**config.mk**
```make
export PLATFORM = sky130hd
export DESIGN_NAME = command_frame_builder_xor
export DESIGN_NICKNAME = d
export VERILOG_FILES = /design/src/rtl/cfbx_pkg.sv /design/src/rtl/cfbx_frame_core.sv /design/src/rtl/cfbx_beat_queue.sv /design/src/rtl/command_frame_builder_xor.sv
export SDC_FILE = /design/constraint.sdc
export NUM_CORES = 1
export LEC_CHECK = 0
export BUFFER_PORTS_ARGS = -buffer_cell sky130_fd_sc_hd__buf_2
export CAP_MARGIN = 15
export CORE_ASPECT_RATIO = 0.9
export CORE_MARGIN = 2
export CORE_UTILIZATION = 50
export CTS_BUF_LIST = sky130_fd_sc_hd__clkbuf_4 sky130_fd_sc_hd__clkbuf_8
export CTS_CLUSTER_DIAMETER = 200
export CTS_CLUSTER_SIZE = 40
export DETAILED_ROUTE_END_ITERATION = 10
export GPL_ROUTABILITY_DRIVEN = 0
export GPL_TIMING_DRIVEN = 0
export PLACE_DENSITY = 0.74
export SYNTH_ARGS = -nofsm -noshare
export SYNTH_HDL_FRONTEND = slang
export SYNTH_SLANG_ARGS = --single-unit
```
**constraint.sdc**
```tcl
create_clock -name clock -period 3.3 [get_ports clock]
set_input_delay 0.99 -clock clock [delete_from_list [all_inputs] [get_ports clock]]
set_output_delay 0.99 -clock clock [all_outputs]
set_load 0.01 [all_outputs]
```
**src/rtl/cfbx_pkg.sv**
```systemverilog
package cfbx_pkg;

   localparam int unsigned MaxBeats = 6;
   localparam int unsigned CountWidth = $clog2(MaxBeats + 1);

   localparam logic [7:0] StartByteReset = 8'h02;
   localparam logic [7:0] DataModeMinLow = 8'd30;

   localparam logic OpBegin   = 1'b0;
   localparam logic OpPayload = 1'b1;

   typedef struct packed {
      logic [7:0] frame_byte;
      logic       last_byte;
   } beat_type;

   // Beats of one item, entry 0 goes out first.
   typedef struct packed {
      beat_type [MaxBeats-1:0]  beats;
      logic [CountWidth-1:0]    count;
   } beat_list_type;

endpackage

```
**src/rtl/cfbx_frame_core.sv**
```systemverilog
module cfbx_frame_core (
   input  logic                   clock,
   input  logic                   reset,
   input  logic                   csr_wr_en,
   input  logic [7:0]             csr_wr_data,
   input  logic                   accept,
   input  logic                   op,
   input  logic [7:0]             command,
   input  logic [15:0]            frame_length,
   input  logic [7:0]             setting_index,
   input  logic [7:0]             data_byte,
   output cfbx_pkg::beat_list_type beat_list
);
   import cfbx_pkg::*;

   logic [7:0]  start_byte_ff;
   logic        frame_open_ff, frame_open_in;
   logic [15:0] remaining_ff, remaining_in;
   logic [7:0]  xor_ff, xor_in;

   logic [7:0]  len_lo, len_hi;
   logic [7:0]  head_xor;
   logic [7:0]  pay_xor;
   logic [15:0] rem_dec;

   assign len_lo   = frame_length[7:0];
   assign len_hi   = frame_length[15:8];
   assign head_xor = start_byte_ff ^ command ^ len_lo ^ len_hi;
   assign pay_xor  = xor_ff ^ data_byte;
   assign rem_dec  = (remaining_ff != 16'd0) ? remaining_ff - 16'd1 : 16'd0;

   always_comb begin
      beat_list     = '0;
      frame_open_in = frame_open_ff;
      remaining_in  = remaining_ff;
      xor_in        = xor_ff;
      case (op)
         OpBegin: begin
            beat_list.beats[0] = '{frame_byte: start_byte_ff, last_byte: 1'b0};
            beat_list.beats[1] = '{frame_byte: command, last_byte: 1'b0};
            beat_list.beats[2] = '{frame_byte: len_lo, last_byte: 1'b0};
            beat_list.beats[3] = '{frame_byte: len_hi, last_byte: 1'b0};
            frame_open_in = 1'b0;
            remaining_in  = 16'd0;
            xor_in        = 8'd0;
            if (frame_length == 16'd0) begin
               beat_list.beats[4] = '{frame_byte: head_xor, last_byte: 1'b1};
               beat_list.count    = CountWidth'(5);
            end else if (frame_length == 16'd1) begin
               beat_list.beats[4] = '{frame_byte: setting_index, last_byte: 1'b0};
               beat_list.beats[5] = '{frame_byte: head_xor ^ setting_index,
                                      last_byte: 1'b1};
               beat_list.count    = CountWidth'(6);
            end else if (len_hi == 8'd0 && len_lo > DataModeMinLow) begin
               // data mode: payload carries the whole length
               beat_list.count = CountWidth'(4);
               frame_open_in   = 1'b1;
               remaining_in    = frame_length;
               xor_in          = head_xor;
            end else begin
               beat_list.beats[4] = '{frame_byte: setting_index, last_byte: 1'b0};
               beat_list.count    = CountWidth'(5);
               frame_open_in      = 1'b1;
               remaining_in       = frame_length - 16'd1;
               xor_in             = head_xor ^ setting_index;
            end
         end
         OpPayload: begin
            if (frame_open_ff) begin
               beat_list.beats[0] = '{frame_byte: data_byte, last_byte: 1'b0};
               if (rem_dec == 16'd0) begin
                  beat_list.beats[1] = '{frame_byte: pay_xor, last_byte: 1'b1};
                  beat_list.count    = CountWidth'(2);
                  frame_open_in      = 1'b0;
                  remaining_in       = 16'd0;
                  xor_in             = 8'd0;
               end else begin
                  beat_list.count = CountWidth'(1);
                  remaining_in    = rem_dec;
                  xor_in          = pay_xor;
               end
            end
         end
         default: begin
            beat_list = '0;
         end
      endcase
   end

   always_ff @(posedge clock) begin
      if (reset) begin
         start_byte_ff <= StartByteReset;
         frame_open_ff <= 1'b0;
         remaining_ff  <= 16'd0;
         xor_ff        <= 8'd0;
      end else begin
         if (csr_wr_en) begin
            start_byte_ff <= csr_wr_data;
         end
         if (accept) begin
            frame_open_ff <= frame_open_in;
            remaining_ff  <= remaining_in;
            xor_ff        <= xor_in;
         end
      end
   end

endmodule

```
**src/rtl/cfbx_beat_queue.sv**
```systemverilog
module cfbx_beat_queue (
   input  logic                    clock,
   input  logic                    reset,
   input  logic                    load,
   input  cfbx_pkg::beat_list_type beat_list,
   output logic                    can_load,
   output logic                    rsp_valid,
   input  logic                    rsp_stall,
   output logic [7:0]              rsp_frame_byte,
   output logic                    rsp_last_byte
);
   import cfbx_pkg::*;

   beat_type [MaxBeats-1:0] beats_ff, beats_in;
   logic [CountWidth-1:0]   count_ff, count_in;
   logic                    taken;

   assign rsp_valid      = (count_ff != '0);
   assign rsp_frame_byte = beats_ff[0].frame_byte;
   assign rsp_last_byte  = beats_ff[0].last_byte;
   assign taken          = rsp_valid && !rsp_stall;
   // free now, or the final beat leaves this cycle
   assign can_load = (count_ff == '0) || (count_ff == CountWidth'(1) && taken);

   always_comb begin
      beats_in = beats_ff;
      count_in = count_ff;
      if (load) begin
         beats_in = beat_list.beats;
         count_in = beat_list.count;
      end else if (taken) begin
         for (int i = 0; i < MaxBeats - 1; i++) begin
            beats_in[i] = beats_ff[i+1];
         end
         beats_in[MaxBeats-1] = '0;
         count_in = count_ff - CountWidth'(1);
      end
   end

   always_ff @(posedge clock) begin
      if (reset) begin
         count_ff <= '0;
      end else begin
         count_ff <= count_in;
      end
   end

   always_ff @(posedge clock) begin
      beats_ff <= beats_in;
   end

endmodule

```
**src/rtl/command_frame_builder_xor.sv**
```systemverilog
// Command frame builder with XOR checksum.
//
// Input channel (req_*): one beat is either a frame begin (req_op = 0,
// with command, 16-bit length and setting index) or one payload byte
// (req_op = 1). Result channel (rsp_*): the frame bytes in transmit order,
// rsp_last_byte marks the closing checksum. csr_wr_en/csr_wr_data write
// the start-of-frame byte (0x02 after reset); write it only while idle.
//
// Latency: the first byte of an item appears the cycle after it is taken.
// Throughput: an item produces 4 to 6 bytes for a begin, 1 or 2 for a
// payload byte and none for a dropped byte; the output shift queue sends
// one beat per cycle while rsp_stall is low, and the next item is taken
// in the same cycle the previous item's final byte leaves.
//
// Reset (synchronous): no frame open, queue empty, running XOR cleared.
// While rsp_stall is high the current byte holds. req_stall is low only
// while the queue is empty or its final byte leaves in that cycle, so a
// stalled final byte also holds off the next request beat.
module command_frame_builder_xor (
   input  logic       clock,
   input  logic       reset,
   input  logic       csr_wr_en,
   input  logic [7:0] csr_wr_data,
   input  logic       req_valid,
   output logic       req_stall,
   input  logic       req_op,
   input  logic [7:0] req_command,
   input  logic [15:0] req_frame_length,
   input  logic [7:0] req_setting_index,
   input  logic [7:0] req_data_byte,
   output logic       rsp_valid,
   input  logic       rsp_stall,
   output logic [7:0] rsp_frame_byte,
   output logic       rsp_last_byte
);
   import cfbx_pkg::*;

   beat_list_type beat_list;
   logic          can_load;
   logic          accept;

   assign req_stall = !can_load;
   assign accept    = req_valid && can_load;

   // Frame state and per-item byte list.
   cfbx_frame_core u_core (
      .clock         (clock),
      .reset         (reset),
      .csr_wr_en     (csr_wr_en),
      .csr_wr_data   (csr_wr_data),
      .accept        (accept),
      .op            (req_op),
      .command       (req_command),
      .frame_length  (req_frame_length),
      .setting_index (req_setting_index),
      .data_byte     (req_data_byte),
      .beat_list     (beat_list)
   );

   // Registered output queue, one byte per beat.
   cfbx_beat_queue u_queue (
      .clock          (clock),
      .reset          (reset),
      .load           (accept),
      .beat_list      (beat_list),
      .can_load       (can_load),
      .rsp_valid      (rsp_valid),
      .rsp_stall      (rsp_stall),
      .rsp_frame_byte (rsp_frame_byte),
      .rsp_last_byte  (rsp_last_byte)
   );

endmodule
```
; ---- Word-level counts from Yosys, hierarchy flattened
; Cells that the tools add are included.
[totals]
register_bits = 90
latch_bits = 0
ram_bits = 0
rom_bits = 0
inputBits = 54
out_inout_bits = 11
word_cells = 80
n_memories = 0
[op_classes]
add_sub_neg = 3
mul = 0
n_div = 0
order_cmp = 1
eq_ne = 3
n_shift = 0
n_mux = 35
bitwise = 6
n_reduce_logical = 15
[op_table]
columns = cell, n
row1 = $mux W54, 2
row2 = $mux W16, 6
row3 = $mux W9, 6
row4 = $pmux W21 S2, 1
row5 = $mux W8, 5
row6 = $xor A8 B8 Y8, 5
row7 = $mux W36, 1
row8 = $logic_not A16 Y1, 2
row9 = $pmux W16 S2, 1
row10 = $sub A16 B1 Y16 const B, 2
row11 = $mux W21, 1
row12 = $eq A16 B1 Y1 const B, 1
row13 = $pmux W8 S2, 1
row14 = $reduce_bool A16 Y1, 1
row15 = $mux W3, 4
row16 = $gt A8 B5 Y1 const B, 1
row17 = $logic_not A8 Y1, 1
row18 = $mux W1, 5
row19 = $logic_and A1 B1 Y1, 4
row20 = $eq A3 B1 Y1 const B, 1
row21 = $logic_not A3 Y1, 1
row22 = $reduce_bool A3 Y1, 1
row23 = $sub A3 B1 Y3 const B, 1
row24 = $logic_not A1 Y1, 2
row25 = 7 further kinds, 7

; ---- Longest topological paths before layout
; Gate-level depths: netlist (run 1).
[depth]
word_depth = 8
ltp_mapped = 11
mapped_depth_nobuf = 9

; ---- Cells and area by module
; From an unflattened synthesis (run 1), not the netlist that was laid out.
[hier_totals]
hier_cells = 619
area_unflattened_um2 = 5898.2
[by_module_without_submodules]
columns = mod, n_inst, cells_each, area_per_inst_um2
row1 = cfbx_frame_core, 1, 467, 3397.0
row2 = cfbx_beat_queue, 1, 150, 2491.1
row3 = command_frame_builder_xor, 1, 2, 10.0

; ---- Least setup slack after synthesis (run 1)
; Ideal clock, no wire load.
[synth_timing]
path_type = input to register
start = input req_frame_length[8]
end = register u_core.remaining_ff[2]
setup_ns = 0.132
t_arrival_ns = 2.915
setup_slack_ns = 0.252
cell_stages = 9
path_cell_list = clkbuf_1 nor4_1 nand3b_1 o21ai_0 or2_2 clkbuf_1 nor2_1 a222oi_1 a21oi_1
[synth_between]
elab_chain_cells = 6
word_cells_on_any_way = 8
classes_between = eq/ne: 1 / mux: 4 / reduce/logical: 3
[synth_rtl]
columns = element, line_no
row1 = "start, declared", command_frame_builder_xor.sv:28  ; input logic [15:0] req_frame_length,
row2 = $logic_not A8 Y1, cfbx_frame_core.sv:54  ; end else if (len_hi == 8'd0 && len_lo > DataModeMinLow) begin
row3 = $logic_and A1 B1 Y1, cfbx_frame_core.sv:54
row4 = $mux W16, cfbx_frame_core.sv:54
row5 = $mux W16, cfbx_frame_core.sv:49  ; end else if (frame_length == 16'd1) begin
row6 = $mux W16 *, cfbx_frame_core.sv:46  ; if (frame_length == 16'd0) begin
row7 = $pmux W16 S2 *, cfbx_frame_core.sv:37  ; case (op)
row8 = "end signal, assigned", cfbx_frame_core.sv:102  ; remaining_ff <= remaining_in;
row9 = "end, declared", cfbx_frame_core.sv:18  ; logic [15:0] remaining_ff, remaining_in;
; Mark *: on every way between the ends. The rest lies on a longest branch, timed or not.
; A chain may end at the register's enable or synchronous reset.

; ---- Worst setup path in the final report (run 1)
[layout_timing]
start = input req_frame_length[10]
end = register u_core.remaining_ff[6]
; The elaborated chain is that of the path after synthesis.

==> impl_metrics.toml, run 1 <==
[clocking]
ctsHoldBuffers = 0
clkSinkCount = 90
cts_tree = "yes"
clk_path_buf_depth = 2
cts-root-buf = "clkbuf_8"
cts_max_level = 3
insertion_delay_ns = 0.38
numCtsBuffers = 9
cts.clk_slew.worst_paths_ns = 0.09

[die]
die_area_sq_mm = 0.01192
io_pins = 65
die_w_um = 114.9
dieHeight_um = 103.8
initial_core_util = 0.5116
placementRows = 36
fp.coreArea_sq_mm = 0.01081

[timing]
fin_skew_ns = 0.01953
finalHoldViolCount = 0
final-setup-viol-count = 0
worst_pin_slew_ns = 0.8390
max_clock_freq_mhz = 315.0
holdWs_ns = 0.4987
rsz0062_at_grt = "false"
slew_violations = 0
setup_ws_ns = 0.1250
fin_crit_ns = 3.175
relSlewSlack = 0.4406
period_share = 0.9621
fin_tns_setup_ns = 0

[route]
route.detailed.drc = 0
via_per_inst = 6.242
drt_iter0_drc = 639
postRouteAntennaNets = 0
post_drt_wl_per_cell_um = 19.76
num_vias = 5125
drt-pass1-iter-count = 5
routed_wl_um = 16220

[cells_and_area]
fin_cells = 821
drive_gt1_frac = 0.1642
finalNetCount = 744
insertedDiodeCount = 0
area_growth_pct = 12.62
fin_util = 0.5762
fin_area_sq_mm = 0.006228

[global_route]
grtUsageTotal = 0.2750
grt_max_degree = 39
antenna_found_initial = 0
overflow = 0
grt_pass1_vias = 4861
grt_pass1_wl_um = 25610

[logic_synthesis]
synthesis.area_sq_mm = 0.005530
synthTopCellsByArea = "edfxtp_1 29%, dfxtp_1 13%, xnor2_1 6.5%, nor2_1 5.8%, nand2_1 3.5%"
syn_nets = 670
synth_area_leader_cell = "edfxtp_1"
synth_ff_type = "edfxtp_1"
synth_common_cells = "86 x nor2_1, 54 x edfxtp_1, 51 x nand2_1"
synth.most_common_cell = "nor2_1"
syn_inst = 609
yosys_warnings = 0
synth_edf_count = 54
syn_avg_cell_area_sq_um = 9.081
async_flop_share = 0
post_synth_num_cell_types = 66
ys_seq_area_frac = 0.4235
synth_top_area_frac = 0.2932
synth-seq-cells = 90

[placement]
placed_cell_area_sq_mm = 0.006007
place_ws_ns = -0.4329
placedCellCount = 801
dp_hpwl_um = 11810
io_buffers = 58

[critical_path]
cpPeakStageDelay_ns = 0.45
cp_slowest_cell = "o21ai_0"
endpoint_kind = "register"
cp.required_ns = 3.53
path_max_fanout = 9
cp_num_buf_inv = 2
cp.depth = 9
crit_type = "in2reg"
startpoint_type = "primary input"
crit_arrival_ns = 3.41
worstRegToRegCells = 11
critPathTopFamily = "simple AND/OR/NAND/NOR gates"
path_cells = "buf_2 -> nor4_2 -> nand3b_1 -> o21ai_0 -> or2_2 -> clkbuf_1 -> nor2_1 -> a222oi_1 -> a21oi_1"

[power_and_ir_drop]
pwr_density_cell_mw_per_mm2 = 858.4
ir_drop_mv = 0.3583
pwr-share-comb = 0.483
power_frac_seq = 0.381
finalPower_mw = 5.347
p_leak_nw = 2.324
p_int_mw = 3.092
p_sw_mw = 2.255
p_sw_frac = 0.4218
p_clk_frac = 0.136

[job]
drv_cap = 0

[hold_path]
min_path_cells = 2
hp-class = "reg2reg"

[status]
status = "finished clean"
[power groups by stage]
| stage | Combinational, mW | Clock (mW) | Sequential [mW] |
|---|---|---|---|
| after floorplan | 1.79 | 0 | 2.01 |
| after global routing | 2.82 | 0.774 | 2.08 |
| final | 2.58 | 0.729 | 2.03 |
| after CTS | 2.49 | 0.728 | 2.03 |
| after global placement | 2.37 | 0 | 2.05 |
| after detailed placement | 2.48 | 0 | 2.06 |
[path summary, 6_finish.rpt]
path / slack (ns) / start / to
setup / recovery: 0.12 / req_frame_length[10] / u_core.remaining_ff[6]
hold / removal: 0.50 / u_core.remaining_ff[5] / u_core.remaining_ff[5]
setup reg to reg: 0.27 / u_core.remaining_ff[0] / u_core.xor_ff[2]
hold reg to reg: 0.50 / u_core.remaining_ff[5] / u_core.remaining_ff[5]
[per-layer routing]
metal | wire length [um] | up-vias | track usage | share of wire
met5 | 0 | - | 0 | 0
met4 | 351 | 0 | 0.08520 | 0.022
met3 | 2208 | 35 | 0.07197 | 0.14
met2 | 7033 | 366 | 0.3983 | 0.43
met1 | 6630 | 2360 | 0.4016 | 0.41
li1 | - | 2364 | - | -
[sequential cells by signal (all words and copies together) (netlist names)]
| register | cells |
|---|---|
| u_queue.count_ff | 3 |
| u_core.xor_ff | 8 |
| u_queue.rsp_frame_byte | 8 |
| u_queue.rsp_last_byte | 1 |
| u_core.start_byte_ff | 8 |
| u_core.remaining_ff | 16 |
| u_core.frame_open_ff | 1 |
| u_queue.beats_ff | 45 |
[layout by cell type, fill, tap and decap left out, types with 5 or more instances in the layout]
| master | n |
|---|---|
| nand3_1 | 8 |
| mux2i_1 | 10 |
| and3_1 | 11 |
| nand4b_1 | 9 |
| o21ai_1 | 8 |
| nor3_1 | 9 |
| a31oi_1 | 9 |
| nand2b_1 | 5 |
| a21oi_1 | 22 |
| edfxtp_1 | 54 |
| ha_1 | 7 |
| a221oi_1 | 18 |
| nand2_1 | 51 |
| clkbuf_1 | 32 |
| clkbuf_8 | 9 |
| inv_1 | 22 |
| nor2_1 | 86 |
| a311oi_1 | 11 |
| o211ai_1 | 16 |
| xnor2_1 | 41 |
| buf_2 | 62 |
| xor2_1 | 16 |
| dfxtp_1 | 36 |
| a211oi_1 | 5 |
| buf_4 | 13 |
| o21ai_0 | 36 |
[cell families (layout without fill, tap and decap cells)]
group / after synthesis / in the layout / synth area share
adder cells (fa/ha/maj): 7 / 7 / 0.01584
flip-flops: 90 / 90 / 0.4235
buffers and inverters: 71 / 150 / 0.05792
AND/OR/NAND/NOR: 217 / 217 / 0.1984
multiplexers: 10 / 10 / 0.01810
XOR/XNOR: 57 / 57 / 0.09027
AO/OA/AOI/OAI: 157 / 157 / 0.1959
[area by class of cell]
cell class / instances / area, sq um
Fill cell: 958 / 4582
Buffer: 49 / 239.0
Multi-Input combinational cell: 448 / 2879
Clock buffer: 10 / 131.4
Timing Repair Buffer: 63 / 340.3
Inverter: 22 / 82.58
Tap cell: 133 / 166.4
Sequential cell: 90 / 2342
Clock inverter: 6 / 47.55
[worst min-delay path: cells and delay by family, from the launching register on]
kind | cells | cell delay, ns
flops | 1 | 0.34
compound gates | 1 | 0.05
simple gates | 1 | 0.07
[what timing repair did]
item	in CTS	in global routing
endpoints found under the setup margin	1	10
pin swaps	1	1
gates resized for setup	0	4
setup buffers	2	2
(Power assumes the default switching activity.)
==> run 2: changes to the inputs <==
PLACE_DENSITY = 0.77   (was 0.74)
clock period = 2.7 ns   (was 3.3 ns; I/O delays follow)
==> run 2 against run 1 <==
Against the previous run: sequential power is 23% higher; power grew 29%; global-route usage shrank 0.16 points; final area is 3.4% higher; critical path type is now reg2reg; critical endpoint is now u_queue.beats_ff[16].
==> impl_metrics.toml, run 2 (synthesized netlist as in run 1, its figures left out) <==
[cells_and_area]
n_fill_cell = 936
finalNetCount = 750
insertedDiodeCount = 0
final_cell_mix = "83 x nor2_1, 60 x buf_2, 54 x edfxtp_1"
drive_gt1_frac = 0.2104
top_regs = "u_queue.beats_ff: 45 flops, u_core.remaining_ff: 16 flops"
area_growth_pct = 16.40
fin_cells = 827
regMostFlops = "u_queue.beats_ff"
fin_area_sq_mm = 0.006437
final_common_cell = "nor2_1"
fin_util = 0.5955
largest_reg_flops = 45

[die]
io_pins = 65
initial_core_util = 0.5116
die_w_um = 114.9
placementRows = 36
die_area_sq_mm = 0.01192
dieHeight_um = 103.8
fp.coreArea_sq_mm = 0.01081

[clocking]
cts_tree = "yes"
insertion_delay_ns = 0.37
clkSinkCount = 90
cts.clk_slew.worst_paths_ns = 0.09
ctsHoldBuffers = 0
clk_path_buf_depth = 2
cts_max_level = 3
cts-root-buf = "clkbuf_8"
numCtsBuffers = 9

[global_route]
grt_pass1_wl_um = 25280
grt_max_degree = 40
overflow = 0
grtUsageTotal = 0.2734
grt_pass1_vias = 4741
antenna_found_initial = 0

[job]
drv_cap = 0

[critical_path]
endpoint_kind = "register"
cp.required_ns = 2.92
startpoint_type = "register"
path_max_fanout = 10
crit_type = "reg2reg"
crit_arrival_ns = 2.87

[route]
post_drt_wl_per_cell_um = 19.67
route.detailed.drc = 0
postRouteAntennaNets = 0
drt-pass1-iter-count = 6
num_vias = 5202
via_per_inst = 6.290
routed_wl_um = 16270
drt_iter0_drc = 686

[placement]
io_buffers = 58
dp_hpwl_um = 11570
place_ws_ns = -0.6820
placed_cell_area_sq_mm = 0.006018
placedCellCount = 801

[power_and_ir_drop]
finalPower_mw = 6.879
ir_drop_mv = 0.5584
pwr_density_cell_mw_per_mm2 = 1069
p_leak_nw = 2.424

[timing]
rsz0062_at_grt = "true"
fin_crit_ns = 2.652
setup_ws_ns = 0.04762
fin_skew_ns = 0.008834
max_clock_freq_mhz = 377.0
worst_pin_slew_ns = 0.7882
relSlewSlack = 0.4689
period_share = 0.9824
final-setup-viol-count = 0
finalHoldViolCount = 0
slew_violations = 0

[hold_path]
hp-class = "reg2reg"

[status]
status = "finished clean"
[run 2: critical path: stages (launching register included)]
cell,delay [ns]
dfxtp_2,0.41
inv_4,0.06
ha_4,0.26
nor4bb_2,0.29
o2111ai_1,0.17
nor4b_2,0.28
a31o_2,0.19
buf_4,0.18
nand3_2,0.09
or2_1,0.23
buf_6,0.15
o21ai_2,0.18
[run 2: area by class of cell]
cell class / count / area [sq um] / area share
timing repair buffer: 72 / 411.6 / 0.06395
sequential: 90 / 2347 / 0.3646
multi-input combinational: 448 / 2978 / 0.4626
clock inverter: 6 / 72.57 / 0.01127
tap: 133 / 166.4 / 0.02585
buffer: 46 / 245.2 / 0.03810
inverter: 22 / 85.08 / 0.01322
clock buffer: 10 / 131.4 / 0.02041
[run 2: timing repair]
action,CTS,global route
buffers inserted,5,8
pin swaps,3,7
resized for setup,11,31
endpoints found under the setup margin,41,59
[run 2: per-layer routing]
metal / up-vias / routed length (um) / global-route usage
li1: 2374 / - / -
met1: 2414 / 6580 / 0.3862
met2: 377 / 7117 / 0.3962
met3: 37 / 2239 / 0.09245
met4: 0 / 334 / 0.07659
met5: - / 0 / 0.03111
[run 2: path summary, 6_finish.rpt]
kind	endpoint	slack, ns	depth (start not counted)	start
worst max-delay path	u_queue.beats_ff[16]	0.05	11	u_core.remaining_ff[0]
worst max register to register	u_queue.beats_ff[16]	0.05	11	u_core.remaining_ff[0]
worst min register to register	u_core.remaining_ff[5]	0.50	2	u_core.remaining_ff[5]
worst min-delay path	u_core.remaining_ff[5]	0.50	2	u_core.remaining_ff[5]
[run 2: where the power goes]
| part | switching [mW] | internal [mW] | leakage [nW] |
|---|---|---|---|
| Clock | 0.527 | 0.449 | 0.101 |
| Sequential | 0.247 | 2.26 | 0.833 |
| Combinational | 2.04 | 1.36 | 1.49 |
| Total | 2.81 | 4.06 | 2.42 |
[run 2: through the flow]
step	setup TNS [ns]	hold WS [ns]
finish	0	0.5019
global route	-0.06024	0.5258
CTS	-0.4495	0.4927
detailed placement	-20.36	0.4731
global placement	-28.65	0.4649
floorplan	0	0.4535
